==> src/rtl/tga_rle_pkg.sv <==
// ----------------------------------------------------------------------------
// tga_rle_pkg: shared types and constants of the TGA truecolor line decoder
// Item types, the configuration bundle, register addresses and depth codes.
// ----------------------------------------------------------------------------
`default_nettype none

package tga_rle_pkg;

    // Register byte addresses are 4*index; the index sits in paddr[4:2].
    localparam int unsigned ADDR_W = 5;

    localparam logic [2:0] REG_DEPTH     = 3'd0;
    localparam logic [2:0] REG_RLE_MODE  = 3'd1;
    localparam logic [2:0] REG_ALPHA_EN  = 3'd2;
    localparam logic [2:0] REG_MIRROR_X  = 3'd3;
    localparam logic [2:0] REG_LINE_WID  = 3'd4;

    localparam logic [1:0] DEPTH_15 = 2'd0;
    localparam logic [1:0] DEPTH_16 = 2'd1;
    localparam logic [1:0] DEPTH_24 = 2'd2;
    localparam logic [1:0] DEPTH_32 = 2'd3;

    localparam logic [1:0]  RST_DEPTH      = DEPTH_24;
    localparam logic        RST_RLE_MODE   = 1'b1;
    localparam logic        RST_ALPHA_EN   = 1'b0;
    localparam logic        RST_MIRROR_X   = 1'b0;
    localparam logic [11:0] RST_LINE_WIDTH = 12'd640;

    localparam int unsigned MAX_WIDTH_DEF = 2048;
    // Largest width the 12-bit line length register can express.
    localparam int unsigned LINE_REG_MAX  = 4095;

    typedef struct packed {
        logic [7:0] data_byte;
        logic       restart;
    } in_item_t;

    typedef struct packed {
        logic [7:0]  red;
        logic [7:0]  green;
        logic [7:0]  blue;
        logic [10:0] x_start;
        logic [7:0]  run_length;
        logic        last_in_line;
    } out_item_t;

    typedef struct packed {
        logic [1:0]  pixel_depth_code;
        logic        rle_mode;
        logic        alpha_enable;
        logic        mirror_x;
        logic [11:0] line_pixels;
    } cfg_t;

endpackage

`default_nettype wire

==> src/rtl/tga_rle_cfg.sv <==
// ----------------------------------------------------------------------------
// tga_rle_cfg: configuration register bank
// APB-style write and read access to the five decoder registers.
// ----------------------------------------------------------------------------
`default_nettype none

module tga_rle_cfg
    import tga_rle_pkg::*;
(
    input  wire               clk,
    input  wire               rst_n,
    input  wire               psel,
    input  wire               penable,
    input  wire               pwrite,
    input  wire  [ADDR_W-1:0] paddr,
    input  wire  [31:0]       pwdata,
    output logic [31:0]       prdata,
    output logic              pready,
    output cfg_t              cfg
);

    cfg_t       cfg_reg;
    logic       wr_en;
    logic [2:0] reg_sel;

    assign pready  = 1'b1;
    assign wr_en   = psel && penable && pwrite && pready;
    assign reg_sel = paddr[4:2];
    assign cfg     = cfg_reg;

    always_ff @(posedge clk or negedge rst_n)
    begin
        if (!rst_n)
        begin
            cfg_reg.pixel_depth_code <= RST_DEPTH;
            cfg_reg.rle_mode         <= RST_RLE_MODE;
            cfg_reg.alpha_enable     <= RST_ALPHA_EN;
            cfg_reg.mirror_x         <= RST_MIRROR_X;
            cfg_reg.line_pixels      <= RST_LINE_WIDTH;
        end
        else if (wr_en)
        begin
            unique case (reg_sel)
                REG_DEPTH:    cfg_reg.pixel_depth_code <= pwdata[1:0];
                REG_RLE_MODE: cfg_reg.rle_mode         <= pwdata[0];
                REG_ALPHA_EN: cfg_reg.alpha_enable     <= pwdata[0];
                REG_MIRROR_X: cfg_reg.mirror_x         <= pwdata[0];
                REG_LINE_WID: cfg_reg.line_pixels      <= pwdata[11:0];
                default:      ;
            endcase
        end
    end

    always_comb
    begin
        unique case (reg_sel)
            REG_DEPTH:    prdata = {30'd0, cfg_reg.pixel_depth_code};
            REG_RLE_MODE: prdata = {31'd0, cfg_reg.rle_mode};
            REG_ALPHA_EN: prdata = {31'd0, cfg_reg.alpha_enable};
            REG_MIRROR_X: prdata = {31'd0, cfg_reg.mirror_x};
            REG_LINE_WID: prdata = {20'd0, cfg_reg.line_pixels};
            default:      prdata = 32'd0;
        endcase
    end

endmodule

`default_nettype wire

==> src/rtl/tga_rle_color.sv <==
// ----------------------------------------------------------------------------
// tga_rle_color: pixel to 8-bit RGB conversion
// Expands 15/16-bit pixels, copies 24-bit ones and premultiplies 32-bit
// pixels by their alpha byte when enabled.
// ----------------------------------------------------------------------------
`default_nettype none

module tga_rle_color
    import tga_rle_pkg::*;
(
    input  wire  [31:0] pixel,
    input  wire  [1:0]  depth,
    input  wire         alpha_enable,
    output logic [7:0]  red,
    output logic [7:0]  green,
    output logic [7:0]  blue
);

    // Rounded c*a/255 approximation.
    function automatic logic [7:0] premul(input logic [7:0] c, input logic [7:0] a);
        logic [15:0] t;
        logic [16:0] s;
        t = 16'(16'(c) * 16'(a) + 16'd128);
        s = 17'(t) + 17'(t[15:8]);
        return s[15:8];
    endfunction

    logic [15:0] v16;

    assign v16 = pixel[15:0];

    always_comb
    begin
        if (depth == DEPTH_15 || depth == DEPTH_16)
        begin
            red   = {v16[14:10], 3'b000};
            green = {v16[9:5], 3'b000};
            blue  = {v16[4:0], 3'b000};
        end
        else if (depth == DEPTH_32 && alpha_enable)
        begin
            red   = premul(pixel[23:16], pixel[31:24]);
            green = premul(pixel[15:8], pixel[31:24]);
            blue  = premul(pixel[7:0], pixel[31:24]);
        end
        else
        begin
            red   = pixel[23:16];
            green = pixel[15:8];
            blue  = pixel[7:0];
        end
    end

endmodule

`default_nettype wire

==> src/rtl/tga_rle_parse.sv <==
// ----------------------------------------------------------------------------
// tga_rle_parse: packet parser and line position tracker
// Holds the parser state, gathers pixel bytes and forms one result item
// per completed pixel or run, clipped at the end of the line.
// ----------------------------------------------------------------------------
`default_nettype none

module tga_rle_parse
    import tga_rle_pkg::*;
#(
    parameter int unsigned MAX_WIDTH = MAX_WIDTH_DEF
)
(
    input  wire            clk,
    input  wire            rst_n,
    input  wire            step,
    input  wire in_item_t  item,
    input  wire cfg_t      cfg,
    output logic           res_valid,
    output out_item_t      res
);

    localparam int unsigned WCAP = (MAX_WIDTH < LINE_REG_MAX) ? MAX_WIDTH : LINE_REG_MAX;
    localparam int unsigned XW   = $clog2(WCAP + 1);

    logic          expect_header_reg, expect_header_next;
    logic [1:0]    byte_index_reg, byte_index_next;
    logic [31:0]   pixel_bytes_reg, pixel_bytes_next;
    logic          packet_is_run_reg, packet_is_run_next;
    logic [7:0]    packet_remaining_reg, packet_remaining_next;
    logic [XW-1:0] x_position_reg, x_position_next;

    logic [31:0]   w32;
    logic [XW-1:0] w;
    logic [31:0]   pixel_merged;
    logic [7:0]    red, green, blue;

    assign w32 = (cfg.line_pixels == 12'd0) ? 32'd1 :
                 ((32'(cfg.line_pixels) > MAX_WIDTH) ? MAX_WIDTH : 32'(cfg.line_pixels));
    assign w   = w32[XW-1:0];

    tga_rle_color u_color (
        .pixel        (pixel_merged),
        .depth        (cfg.pixel_depth_code),
        .alpha_enable (cfg.alpha_enable),
        .red          (red),
        .green        (green),
        .blue         (blue)
    );

    always_comb
    begin
        logic          cur_eh;
        logic [1:0]    cur_bi;
        logic [31:0]   cur_pb;
        logic          cur_run;
        logic [7:0]    cur_rem;
        logic [XW-1:0] cur_x;
        logic [XW-1:0] x1;
        logic [XW-1:0] room;
        logic [XW-1:0] xs;
        logic [XW-1:0] x_end;
        logic [1:0]    last_idx;
        logic [7:0]    len;
        logic [31:0]   xs32;

        // A restart clears the parser before the byte is looked at.
        cur_eh  = item.restart ? cfg.rle_mode : expect_header_reg;
        cur_bi  = item.restart ? 2'd0 : byte_index_reg;
        cur_pb  = item.restart ? 32'd0 : pixel_bytes_reg;
        cur_run = item.restart ? 1'b0 : packet_is_run_reg;
        cur_rem = item.restart ? 8'd0 : packet_remaining_reg;
        cur_x   = item.restart ? '0 : x_position_reg;

        pixel_merged = cur_pb;
        pixel_merged[{cur_bi, 3'b000} +: 8] = item.data_byte;
        last_idx = (cfg.pixel_depth_code == DEPTH_15 || cfg.pixel_depth_code == DEPTH_16)
                   ? 2'd1 : cfg.pixel_depth_code;

        expect_header_next    = cur_eh;
        byte_index_next       = cur_bi;
        pixel_bytes_next      = cur_pb;
        packet_is_run_next    = cur_run;
        packet_remaining_next = cur_rem;
        x_position_next       = cur_x;
        res_valid             = 1'b0;
        x1                    = cur_x;
        len                   = 8'd1;
        room                  = '0;
        xs                    = '0;
        x_end                 = '0;
        xs32                  = 32'd0;
        res                   = '0;

        if (cfg.rle_mode && (cur_eh || cur_rem == 8'd0))
        begin
            // Packet header: bit 7 marks a run, low bits hold count minus one.
            packet_is_run_next    = item.data_byte[7];
            packet_remaining_next = {1'b0, item.data_byte[6:0]} + 8'd1;
            expect_header_next    = 1'b0;
            byte_index_next       = 2'd0;
            pixel_bytes_next      = 32'd0;
            if (cur_x >= w)
            begin
                x_position_next = '0;
            end
        end
        else if (cur_bi < last_idx)
        begin
            byte_index_next  = cur_bi + 2'd1;
            pixel_bytes_next = pixel_merged;
        end
        else
        begin
            byte_index_next  = 2'd0;
            pixel_bytes_next = 32'd0;
            if (!cfg.rle_mode)
            begin
                if (cur_x >= w)
                begin
                    x1 = '0;
                end
            end
            else if (cur_run)
            begin
                len                   = cur_rem;
                packet_remaining_next = 8'd0;
                expect_header_next    = 1'b1;
            end
            else
            begin
                packet_remaining_next = cur_rem - 8'd1;
                if (cur_rem == 8'd1)
                begin
                    expect_header_next = 1'b1;
                end
            end
            x_position_next = x1;

            // Pixels past the line end are dropped until the next header.
            if (x1 < w)
            begin
                room = w - x1;
                if (32'(len) > 32'(room))
                begin
                    len = 8'(room);
                end
                xs    = cfg.mirror_x ? (w - XW'(1) - x1) : x1;
                xs32  = 32'(xs);
                x_end = x1 + XW'(len);
                res_valid        = 1'b1;
                res.red          = red;
                res.green        = green;
                res.blue         = blue;
                res.x_start      = xs32[10:0];
                res.run_length   = len;
                res.last_in_line = (x_end >= w);
                if (x_end >= w && !cfg.rle_mode)
                begin
                    x_position_next = '0;
                end
                else
                begin
                    x_position_next = x_end;
                end
            end
        end
    end

    always_ff @(posedge clk or negedge rst_n)
    begin
        if (!rst_n)
        begin
            expect_header_reg    <= RST_RLE_MODE;
            byte_index_reg       <= 2'd0;
            pixel_bytes_reg      <= 32'd0;
            packet_is_run_reg    <= 1'b0;
            packet_remaining_reg <= 8'd0;
            x_position_reg       <= '0;
        end
        else if (step)
        begin
            expect_header_reg    <= expect_header_next;
            byte_index_reg       <= byte_index_next;
            pixel_bytes_reg      <= pixel_bytes_next;
            packet_is_run_reg    <= packet_is_run_next;
            packet_remaining_reg <= packet_remaining_next;
            x_position_reg       <= x_position_next;
        end
    end

endmodule

`default_nettype wire

==> src/rtl/tga_truecolor_rle_line_decoder.sv <==
// ----------------------------------------------------------------------------
// tga_truecolor_rle_line_decoder: TGA truecolor pixel stream decoder
// Parses raw or run-length coded pixel bytes and emits one color run item
// per completed pixel or run packet, with line position and end flag.
// ----------------------------------------------------------------------------
//
//   Channel  Direction  Handshake            Payload
//   src      in         src_valid/src_stall  in_item_t  (data_byte, restart)
//   dst      out        dst_valid/dst_stall  out_item_t (color, x, length, last)
//   apb      in/out     psel/penable/pready  five 32-bit registers
//
// One byte item is taken per clock while src_stall is low. An accepted item
// waits in the input register; the parser then writes its result into the
// output register once that register can take it. Header and partial-pixel
// bytes produce no result.
// A stall at dst holds the output register; the input register keeps taking
// items while a result waits, until both stages are full. Reset clears the
// parser and sets the registers to their defaults; no clearing pass.
//
`default_nettype none

module tga_truecolor_rle_line_decoder
    import tga_rle_pkg::*;
#(
    parameter int unsigned MAX_WIDTH = MAX_WIDTH_DEF
)
(
    input  wire               clk,
    input  wire               rst_n,
    input  wire               src_valid,
    output logic              src_stall,
    input  wire in_item_t     src_data,
    output logic              dst_valid,
    input  wire               dst_stall,
    output out_item_t         dst_data,
    input  wire               psel,
    input  wire               penable,
    input  wire               pwrite,
    input  wire  [ADDR_W-1:0] paddr,
    input  wire  [31:0]       pwdata,
    output logic [31:0]       prdata,
    output logic              pready
);

    cfg_t      cfg;
    in_item_t  in_item_reg;
    logic      in_valid_reg;
    out_item_t out_item_reg;
    logic      out_valid_reg;
    logic      fire;
    logic      src_take;
    logic      res_valid;
    out_item_t res;

    tga_rle_cfg u_cfg (
        .clk     (clk),
        .rst_n   (rst_n),
        .psel    (psel),
        .penable (penable),
        .pwrite  (pwrite),
        .paddr   (paddr),
        .pwdata  (pwdata),
        .prdata  (prdata),
        .pready  (pready),
        .cfg     (cfg)
    );

    // The held item is processed whenever the output register can take a result.
    assign fire      = in_valid_reg && (!out_valid_reg || !dst_stall);
    assign src_stall = in_valid_reg && !fire;
    assign src_take  = src_valid && !src_stall;

    tga_rle_parse #(
        .MAX_WIDTH (MAX_WIDTH)
    ) u_parse (
        .clk       (clk),
        .rst_n     (rst_n),
        .step      (fire),
        .item      (in_item_reg),
        .cfg       (cfg),
        .res_valid (res_valid),
        .res       (res)
    );

    always_ff @(posedge clk or negedge rst_n)
    begin
        if (!rst_n)
        begin
            in_valid_reg  <= 1'b0;
            out_valid_reg <= 1'b0;
        end
        else
        begin
            if (src_take)
            begin
                in_valid_reg <= 1'b1;
            end
            else if (fire)
            begin
                in_valid_reg <= 1'b0;
            end

            if (fire)
            begin
                out_valid_reg <= res_valid;
            end
            else if (out_valid_reg && !dst_stall)
            begin
                out_valid_reg <= 1'b0;
            end
        end
    end

    always_ff @(posedge clk)
    begin
        if (src_take)
        begin
            in_item_reg <= src_data;
        end
        if (fire && res_valid)
        begin
            out_item_reg <= res;
        end
    end

    assign dst_valid = out_valid_reg;
    assign dst_data  = out_item_reg;

    // A new result only ever comes from an item processed in the cycle before.
    a_result_from_fire: assert property (@(posedge clk) disable iff (!rst_n)
        $rose(dst_valid) |-> $past(fire))
        else $error("result appeared without a processed item");

    // Run lengths stay within one packet and are never empty.
    a_run_length_range: assert property (@(posedge clk) disable iff (!rst_n)
        dst_valid |-> (dst_data.run_length != 8'd0 && dst_data.run_length <= 8'd128))
        else $error("run length out of range");

    // With both stages full and the output blocked, the source must be held off.
    a_full_backpressure: assert property (@(posedge clk) disable iff (!rst_n)
        (in_valid_reg && dst_valid && dst_stall) |-> (src_stall && !fire))
        else $error("item accepted while pipeline is full and blocked");

endmodule

`default_nettype wire

==> config.mk <==
export PLATFORM = sky130hd
export DESIGN_NAME = tga_truecolor_rle_line_decoder
export DESIGN_NICKNAME = d
export VERILOG_FILES = /design/src/rtl/tga_rle_pkg.sv /design/src/rtl/tga_rle_cfg.sv /design/src/rtl/tga_rle_color.sv /design/src/rtl/tga_rle_parse.sv /design/src/rtl/tga_truecolor_rle_line_decoder.sv
export SDC_FILE = /design/constraint.sdc
export NUM_CORES = 1
export LEC_CHECK = 0
export BUFFER_PORTS_ARGS = -buffer_cell sky130_fd_sc_hd__buf_2
export CORE_ASPECT_RATIO = 1.1
export CORE_MARGIN = 2
export CORE_UTILIZATION = 44
export CTS_BUF_LIST = sky130_fd_sc_hd__clkbuf_8
export DETAILED_ROUTE_END_ITERATION = 8
export HOLD_SLACK_MARGIN = 0.05
export PLACE_DENSITY_LB_ADDON = 0.15
export SYNTH_ARGS = -nofsm -noshare
export SYNTH_HDL_FRONTEND = slang
export SYNTH_SLANG_ARGS = --single-unit
==> constraint.sdc <==
create_clock -name clk -period 11.3 [get_ports clk]
set_input_delay 0.565 -clock clk [delete_from_list [all_inputs] [get_ports clk]]
set_output_delay 0.565 -clock clk [all_outputs]
set_load 0.02 [all_outputs]
## Yosys cells after proc, flatten, opt, wreduce, memory -nomap -nowiden

Cells that the tools add are included.

- Output and inout bits: 79
- Input port bits: 53
- Bits in registers: 128
- Logic and storage cells: 143

- Reduce and logical (&&, ||, !) cells: 31
- $add $sub $neg: 14
- Mux-type cells: 55
- Multiply operators: 3
- Bitwise gates (word level): 1
- Magnitude comparators: 6
- Shift operators: 2
- Eq/ne operators: 7

Operators by type and width:

| cell | number |
|---|---|
| $mux 8 | 19 |
| $mux 12 | 11 |
| $mux 32 | 3 |
| $pmux 12 s5 | 1 |
| $add 16x8->16 | 3 |
| $add 16x8->16 const B | 3 |
| $mul 8x8->16 | 3 |
| $bwmux 32 | 1 |
| $shift 8x7->32 const A | 1 |
| $shiftx 8x7->32 | 1 |
| $ge 12x12->1 | 2 |
| $mux 1 | 15 |
| $add 12x8->12 | 1 |
| $gt 12x12->1 const B | 1 |
| $gt 8x12->1 | 1 |
| $logic_not 12->1 | 1 |
| $lt 12x12->1 | 1 |
| $sub 12x12->12 | 1 |
| $mux 11 | 1 |
| $sub 11x1->11 const B | 1 |
| $sub 11x11->11 | 1 |
| $logic_and 1x1->1 | 10 |
| $reduce_and 2->1 | 5 |
| $add 7x1->8 const B | 1 |
| other kinds (20) | 31 |

## Depth between registers and ports, before layout

- Depth in word-level cells: 21
- Mapped depth: 48
- Mapped depth without buffers: 46

## By module

From an unflattened synthesis, not the netlist that was laid out.

- Cell total of the unflattened synthesis: 2,014
- Area total of the unflattened synthesis: 17,364.2 µm²

Modules (own cells, without submodules):

| module | area each (µm²) | cells each | sequential area each (µm²) | instances |
|---|---|---|---|---|
| tga_rle_color | 8,201.6 | 1,017 | 0.0 | 1 |
| tga_rle_parse | 6,422.4 | 845 | 1,402.6 | 1 |
| tga_truecolor_rle_line_decoder | 1,690.4 | 64 | 1,641.6 | 1 |
| tga_rle_cfg | 1,049.8 | 88 | 430.4 | 1 |

## Worst setup path after synthesis

Ideal clock, no wire load.

- Path type: reg2reg
- Start: reg in_item_reg[0] (netlist name)
- End: reg u_parse.x_position_reg[11]
- Path slack: 1.967 ns
- Library setup time: 0.122 ns
- Cell stages (with the launch flop): 48
- Data required time: 11.178 ns
- Clock period less this slack: 9.333 ns
- Arrival: 9.211 ns
- Buffers on the path: 7
- Cells stage by stage: edfxtp_1 clkbuf_1 clkbuf_1 clkbuf_1 nor2b_1 ha_1 a21o_1 a211oi_1 o21ai_0 a21oi_1 o21ai_1 a21oi_1 clkbuf_1 nand2_1 ha_1 buf_2 o21ai_1 a21oi_1 (+12 left out) mux2_2 ha_1 a21o_1 a21oi_1 o21ai_0 o211a_1 a41o_1 xnor2_1 a21oi_1 ha_1 o21a_1 o21ai_0 nand2b_1 a21oi_1 a311oi_1 and3b_1 clkbuf_1 a32o_1

- Cells in the longest elaborated chain, start to end: 19
- Elaborated cells between the ends (all ways): 32
- Those cells by class: add/sub (2); order compare (5); mux (21); reduce/logical (4)

RTL lines:

| item | line | RTL |
|---|---|---|
| start: declaration | tga_truecolor_rle_line_decoder.sv:46 | `in_item_t in_item_reg;` |
| start signal: assignment | tga_truecolor_rle_line_decoder.sv:118 | `in_item_reg <= src_data;` |
| $mux 12 | tga_rle_parse.sv:73 | `cur_x = item.restart ? '0 : x_position_reg;` |
| $ge 12x12->1 | tga_rle_parse.sv:103, tga_rle_parse.sv:119 |  |
| $mux 12 | tga_rle_parse.sv:103, tga_rle_parse.sv:119 |  |
| $mux 12 | tga_rle_parse.sv:117 | `if (!cfg.rle_mode)` |
| $mux 12 | tga_rle_parse.sv:108 | `else if (cur_bi < last_idx)` |
| $mux 12 | tga_rle_parse.sv:95 | `if (cfg.rle_mode && (cur_eh \|\| cur_rem == 8'd0))` |
| $sub 12x12->12 | tga_rle_parse.sv:143 | `room = w - x1;` |
| $gt 8x12->1 | tga_rle_parse.sv:144 | `if (32'(len) > 32'(room))` |
| (+3 left out) | - |  |
| $mux 8 | tga_rle_parse.sv:95 |  |
| $add 12x8->12 | tga_rle_parse.sv:150 | `x_end = x1 + XW'(len);` |
| $ge 12x12->1 | tga_rle_parse.sv:158 | `if (x_end >= w && !cfg.rle_mode)` |
| $logic_and 1x1->1 | tga_rle_parse.sv:158 |  |
| $mux 12 | tga_rle_parse.sv:158 |  |
| $mux 12 | tga_rle_parse.sv:141 | `if (x1 < w)` |
| $mux 12 | tga_rle_parse.sv:108 |  |
| $mux 12 (*) | tga_rle_parse.sv:95 |  |
| end signal: assignment | tga_rle_parse.sv:188 | `x_position_reg <= x_position_next;` |
| end: declaration | tga_rle_parse.sv:31 | `logic [XW-1:0] x_position_reg, x_position_next;` |

Every way passes the cells marked *; elsewhere a longest branch is shown, timed or not. The select of a mux whose other input is x is not followed.
A chain may end at the register's enable or synchronous reset.

## Worst setup path in the final report

Same ends and word-level chain as after synthesis.

==> impl_metrics.ini <==
[worst_setup_path]
cpLargestDelayFamily = compound AO/OA/AOI/OAI gates
worstSetupPathType = flop to flop
path_max_fanout = 18
crit_top_cell = ha_1
startpoint_type = flop
worstPathBufferInverterCount = 3
endpoint_kind = flop
crit_arrival_ps = 10270
crit_path_top_delay_cell = edfxtp_1
max_stage_delay_ps = 640
worstPathRequired_ps = 11660

[sta]
setup_viol = 0
maxSlewViolCount = 0
fin_crit_ps = 9910
setup_ws_ps = 1390
finalHoldViolations = 0
setup_tns_ps = 0
grt_setup_unrepaired = no
clock.fmax_ghz = 0.101
slew_headroom = 0.264
post-route-period-util = 0.877
fin_skew_ps = 15.6
tightest_slew_ps = 1100

[layout]
nets = 2293
utilization = 0.481
largest_register_ffs = 44
synthToLayoutAreaGrowth_pct = 7.53
diodes = 0
drive_above_1_share = 0.108

[grt]
grt_antenna_before_repair = 0
grt_usage = 0.239
grt_pass1_wl_mm = 72.4
grt_pass1_vias = 13069
gr-total-overflow = 0
grt_max_degree = 55

[die]
io_pins = 132
die_h_um = 205
die_area_mm2 = 0.0383
start_util = 0.447
die_w_um = 187
num_rows = 73
core-area_mm2 = 0.0362

[clock_network]
clk_latency_ps = 470
cts_buffers = 17
cts.sinks = 128
cts_tree = yes
htreeDepth = 4
cts_resized = 0
path_clk_slew_ps = 80
cts_buffer_depth = 2
ctsRootBufferMaster = clkbuf_8

[place]
dp_hpwl_mm = 34.6
io_buffers = 88
pre_cts_ws_ps = 1480
gp_congestion = 0.926

[detailed_routing]
post_drt_via_cell_ratio = 5.60
wl_mm = 44.8
drt_pass1_iterations = 6
drc = 0
wl_per_cell_um = 18.5
dr.first_iter.drc_count = 1014
antenna_left = 0
via_count = 13587

[yosys]
synth_ff_type = dfrtp_1
synth_seq_cells = 128
synth_area_leaders = ha_1 15%, fa_1 14%, dfrtp_1 11%
async_reset_ff_frac = 0.586
syn-cell-area_mm2 = 0.0162
synth_top_area_share = 0.155
yosys_warnings = 0
synthCells = 1881
synth_common_cells = 224 x inv_1, 203 x nand2_1, 200 x ha_1
synth_seq_area_share = 0.215
synth_edf_count = 53
yosysTopAreaCell = ha_1
synth_most_common_cell = inv_1
syn-mean-instance-area_um2 = 8.60
synth.distinct_cells = 92

[power]
ir_drop_mv = 0.0630
power.density_mw_per_mm2 = 110
p_leak_uw = 0.00863

[outcome]
status = complete, no violations

[run]
maxCapViolations = 0

[min_path]
worstHoldPathType = input pin to flop
==> path summary, 6_finish.rpt <==
kind	depth (start not counted)	startpoint	end	slack [ps]
max	44	in_item_reg[0]$_DFFE_PP_	u_parse.x_position_reg[11]$_DFFE_PN0P_	1390
max reg2reg	44	in_item_reg[0]$_DFFE_PP_	u_parse.x_position_reg[11]$_DFFE_PN0P_	1390
min reg2reg	2	u_parse.pixel_bytes_reg[1]$_DFFE_PN0P_	u_parse.pixel_bytes_reg[1]$_DFFE_PN0P_	490
max in group asynchronous	3	rst_n	u_parse.pixel_bytes_reg[18]$_DFFE_PN0P_	9680
min	1	src_data[0]	in_item_reg[0]$_DFFE_PP_	270
min in group asynchronous	2	rst_n	u_parse.x_position_reg[0]$_DFFE_PN0P_	540
==> layout by cell type, fill, tap and decap left out, types with 5 or more instances in the layout <==
master	synthesis	final
a211oi_1	23	23
a21o_1	22	22
a21oi_1	71	71
a22o_1	36	36
a22oi_1	31	31
a32o_1	5	5
and2_1	10	10
and3_1	25	25
buf_2	12	87
buf_4	24	23
clkbuf_8	0	18
conb_1	2	21
dfrtp_1	70	70
dfstp_2	5	5
edfxtp_1	53	53
fa_1	114	114
ha_1	200	200
inv_1	224	224
inv_6	0	5
mux2_2	23	23
mux2i_1	13	13
nand2_1	203	203
nand2b_1	13	13
nand3_1	28	28
nand3b_1	11	11
nand4_1	9	9
nor2_1	197	196
nor2b_1	25	25
nor3_1	24	24
nor4_1	7	7
o211ai_1	10	10
o21a_1	20	20
o21ai_0	96	96
o21bai_1	9	9
o22ai_1	16	16
or2_2	12	12
or3_1	10	10
xnor2_1	31	31
xor2_1	33	33
==> routing by layer <==
| metal | vias up | wire length [um] | track usage |
|---|---|---|---|
| met3 | 73 | 2200 | 0.0284 |
| met2 | 390 | 20800 | 0.386 |
| met1 | 6620 | 20300 | 0.331 |
| li1 | 6504 | - | - |
| met4 | 0 | 1560 | 0.0899 |
| met5 | - | 0 | 0 |
==> where the power goes <==
part | internal [uW] | switching, uW
registers | 571 | 76.9
clock network | 205 | 221
logic | 273 | 558
total | 1050 | 856
==> kinds of logic (layout without fill, tap and decap cells) <==
group / count (synthesis) / count (layout) / share of synthesized area
AO/OA/AOI/OAI: 400 / 400 / 0.170
other: 2 / 21 / 0.000464
AND/OR/NAND/NOR: 605 / 605 / 0.175
adder cells (fa/ha/maj): 314 / 314 / 0.296
XOR/XNOR: 64 / 64 / 0.0347
flip-flops: 128 / 128 / 0.215
multiplexers: 37 / 37 / 0.0255
buffers and inverters: 331 / 370 / 0.0834
==> cell type report <==
type | count | area, um^2
fillers | 3571 | 18800
multi-input cells | 1441 | 11400
flip-flops and latches | 128 | 3470
inverters | 227 | 853
repair buffers | 111 | 618
well taps | 487 | 609
clock buffers | 18 | 248
clock inverters | 14 | 153
==> worst reg2reg max path: cells and delay by family (launching register included) <==
family,cells,cell delay (ps)
buffers and inverters,3,800
AO/OA/AOI/OAI,22,4480
XOR/XNOR,1,90
adder cells (fa/ha/maj),6,1860
AND/OR/NAND/NOR,12,1940
flip-flops,1,640
==> repair_timing <==
action,CTS,global route
hold buffers,1,0
hold endpoints to repair,17,0
setup buffers,0,0
==> stage by stage <==
stage / total power [uW] / std cells / hold WS (ps) / cell area, um^2
floorplan: 1240 / 1900 / 269 / 16200
global placement: 1470 / 2393 / 464 / 17000
finish: 1900 / 2426 / 274 / 17400
CTS: 1900 / 2426 / 254 / 17400
global route: 2020 / 2426 / 248 / 17400
detailed placement: 1480 / 2393 / 471 / 17000
Power figures use the tool's default switching activity.
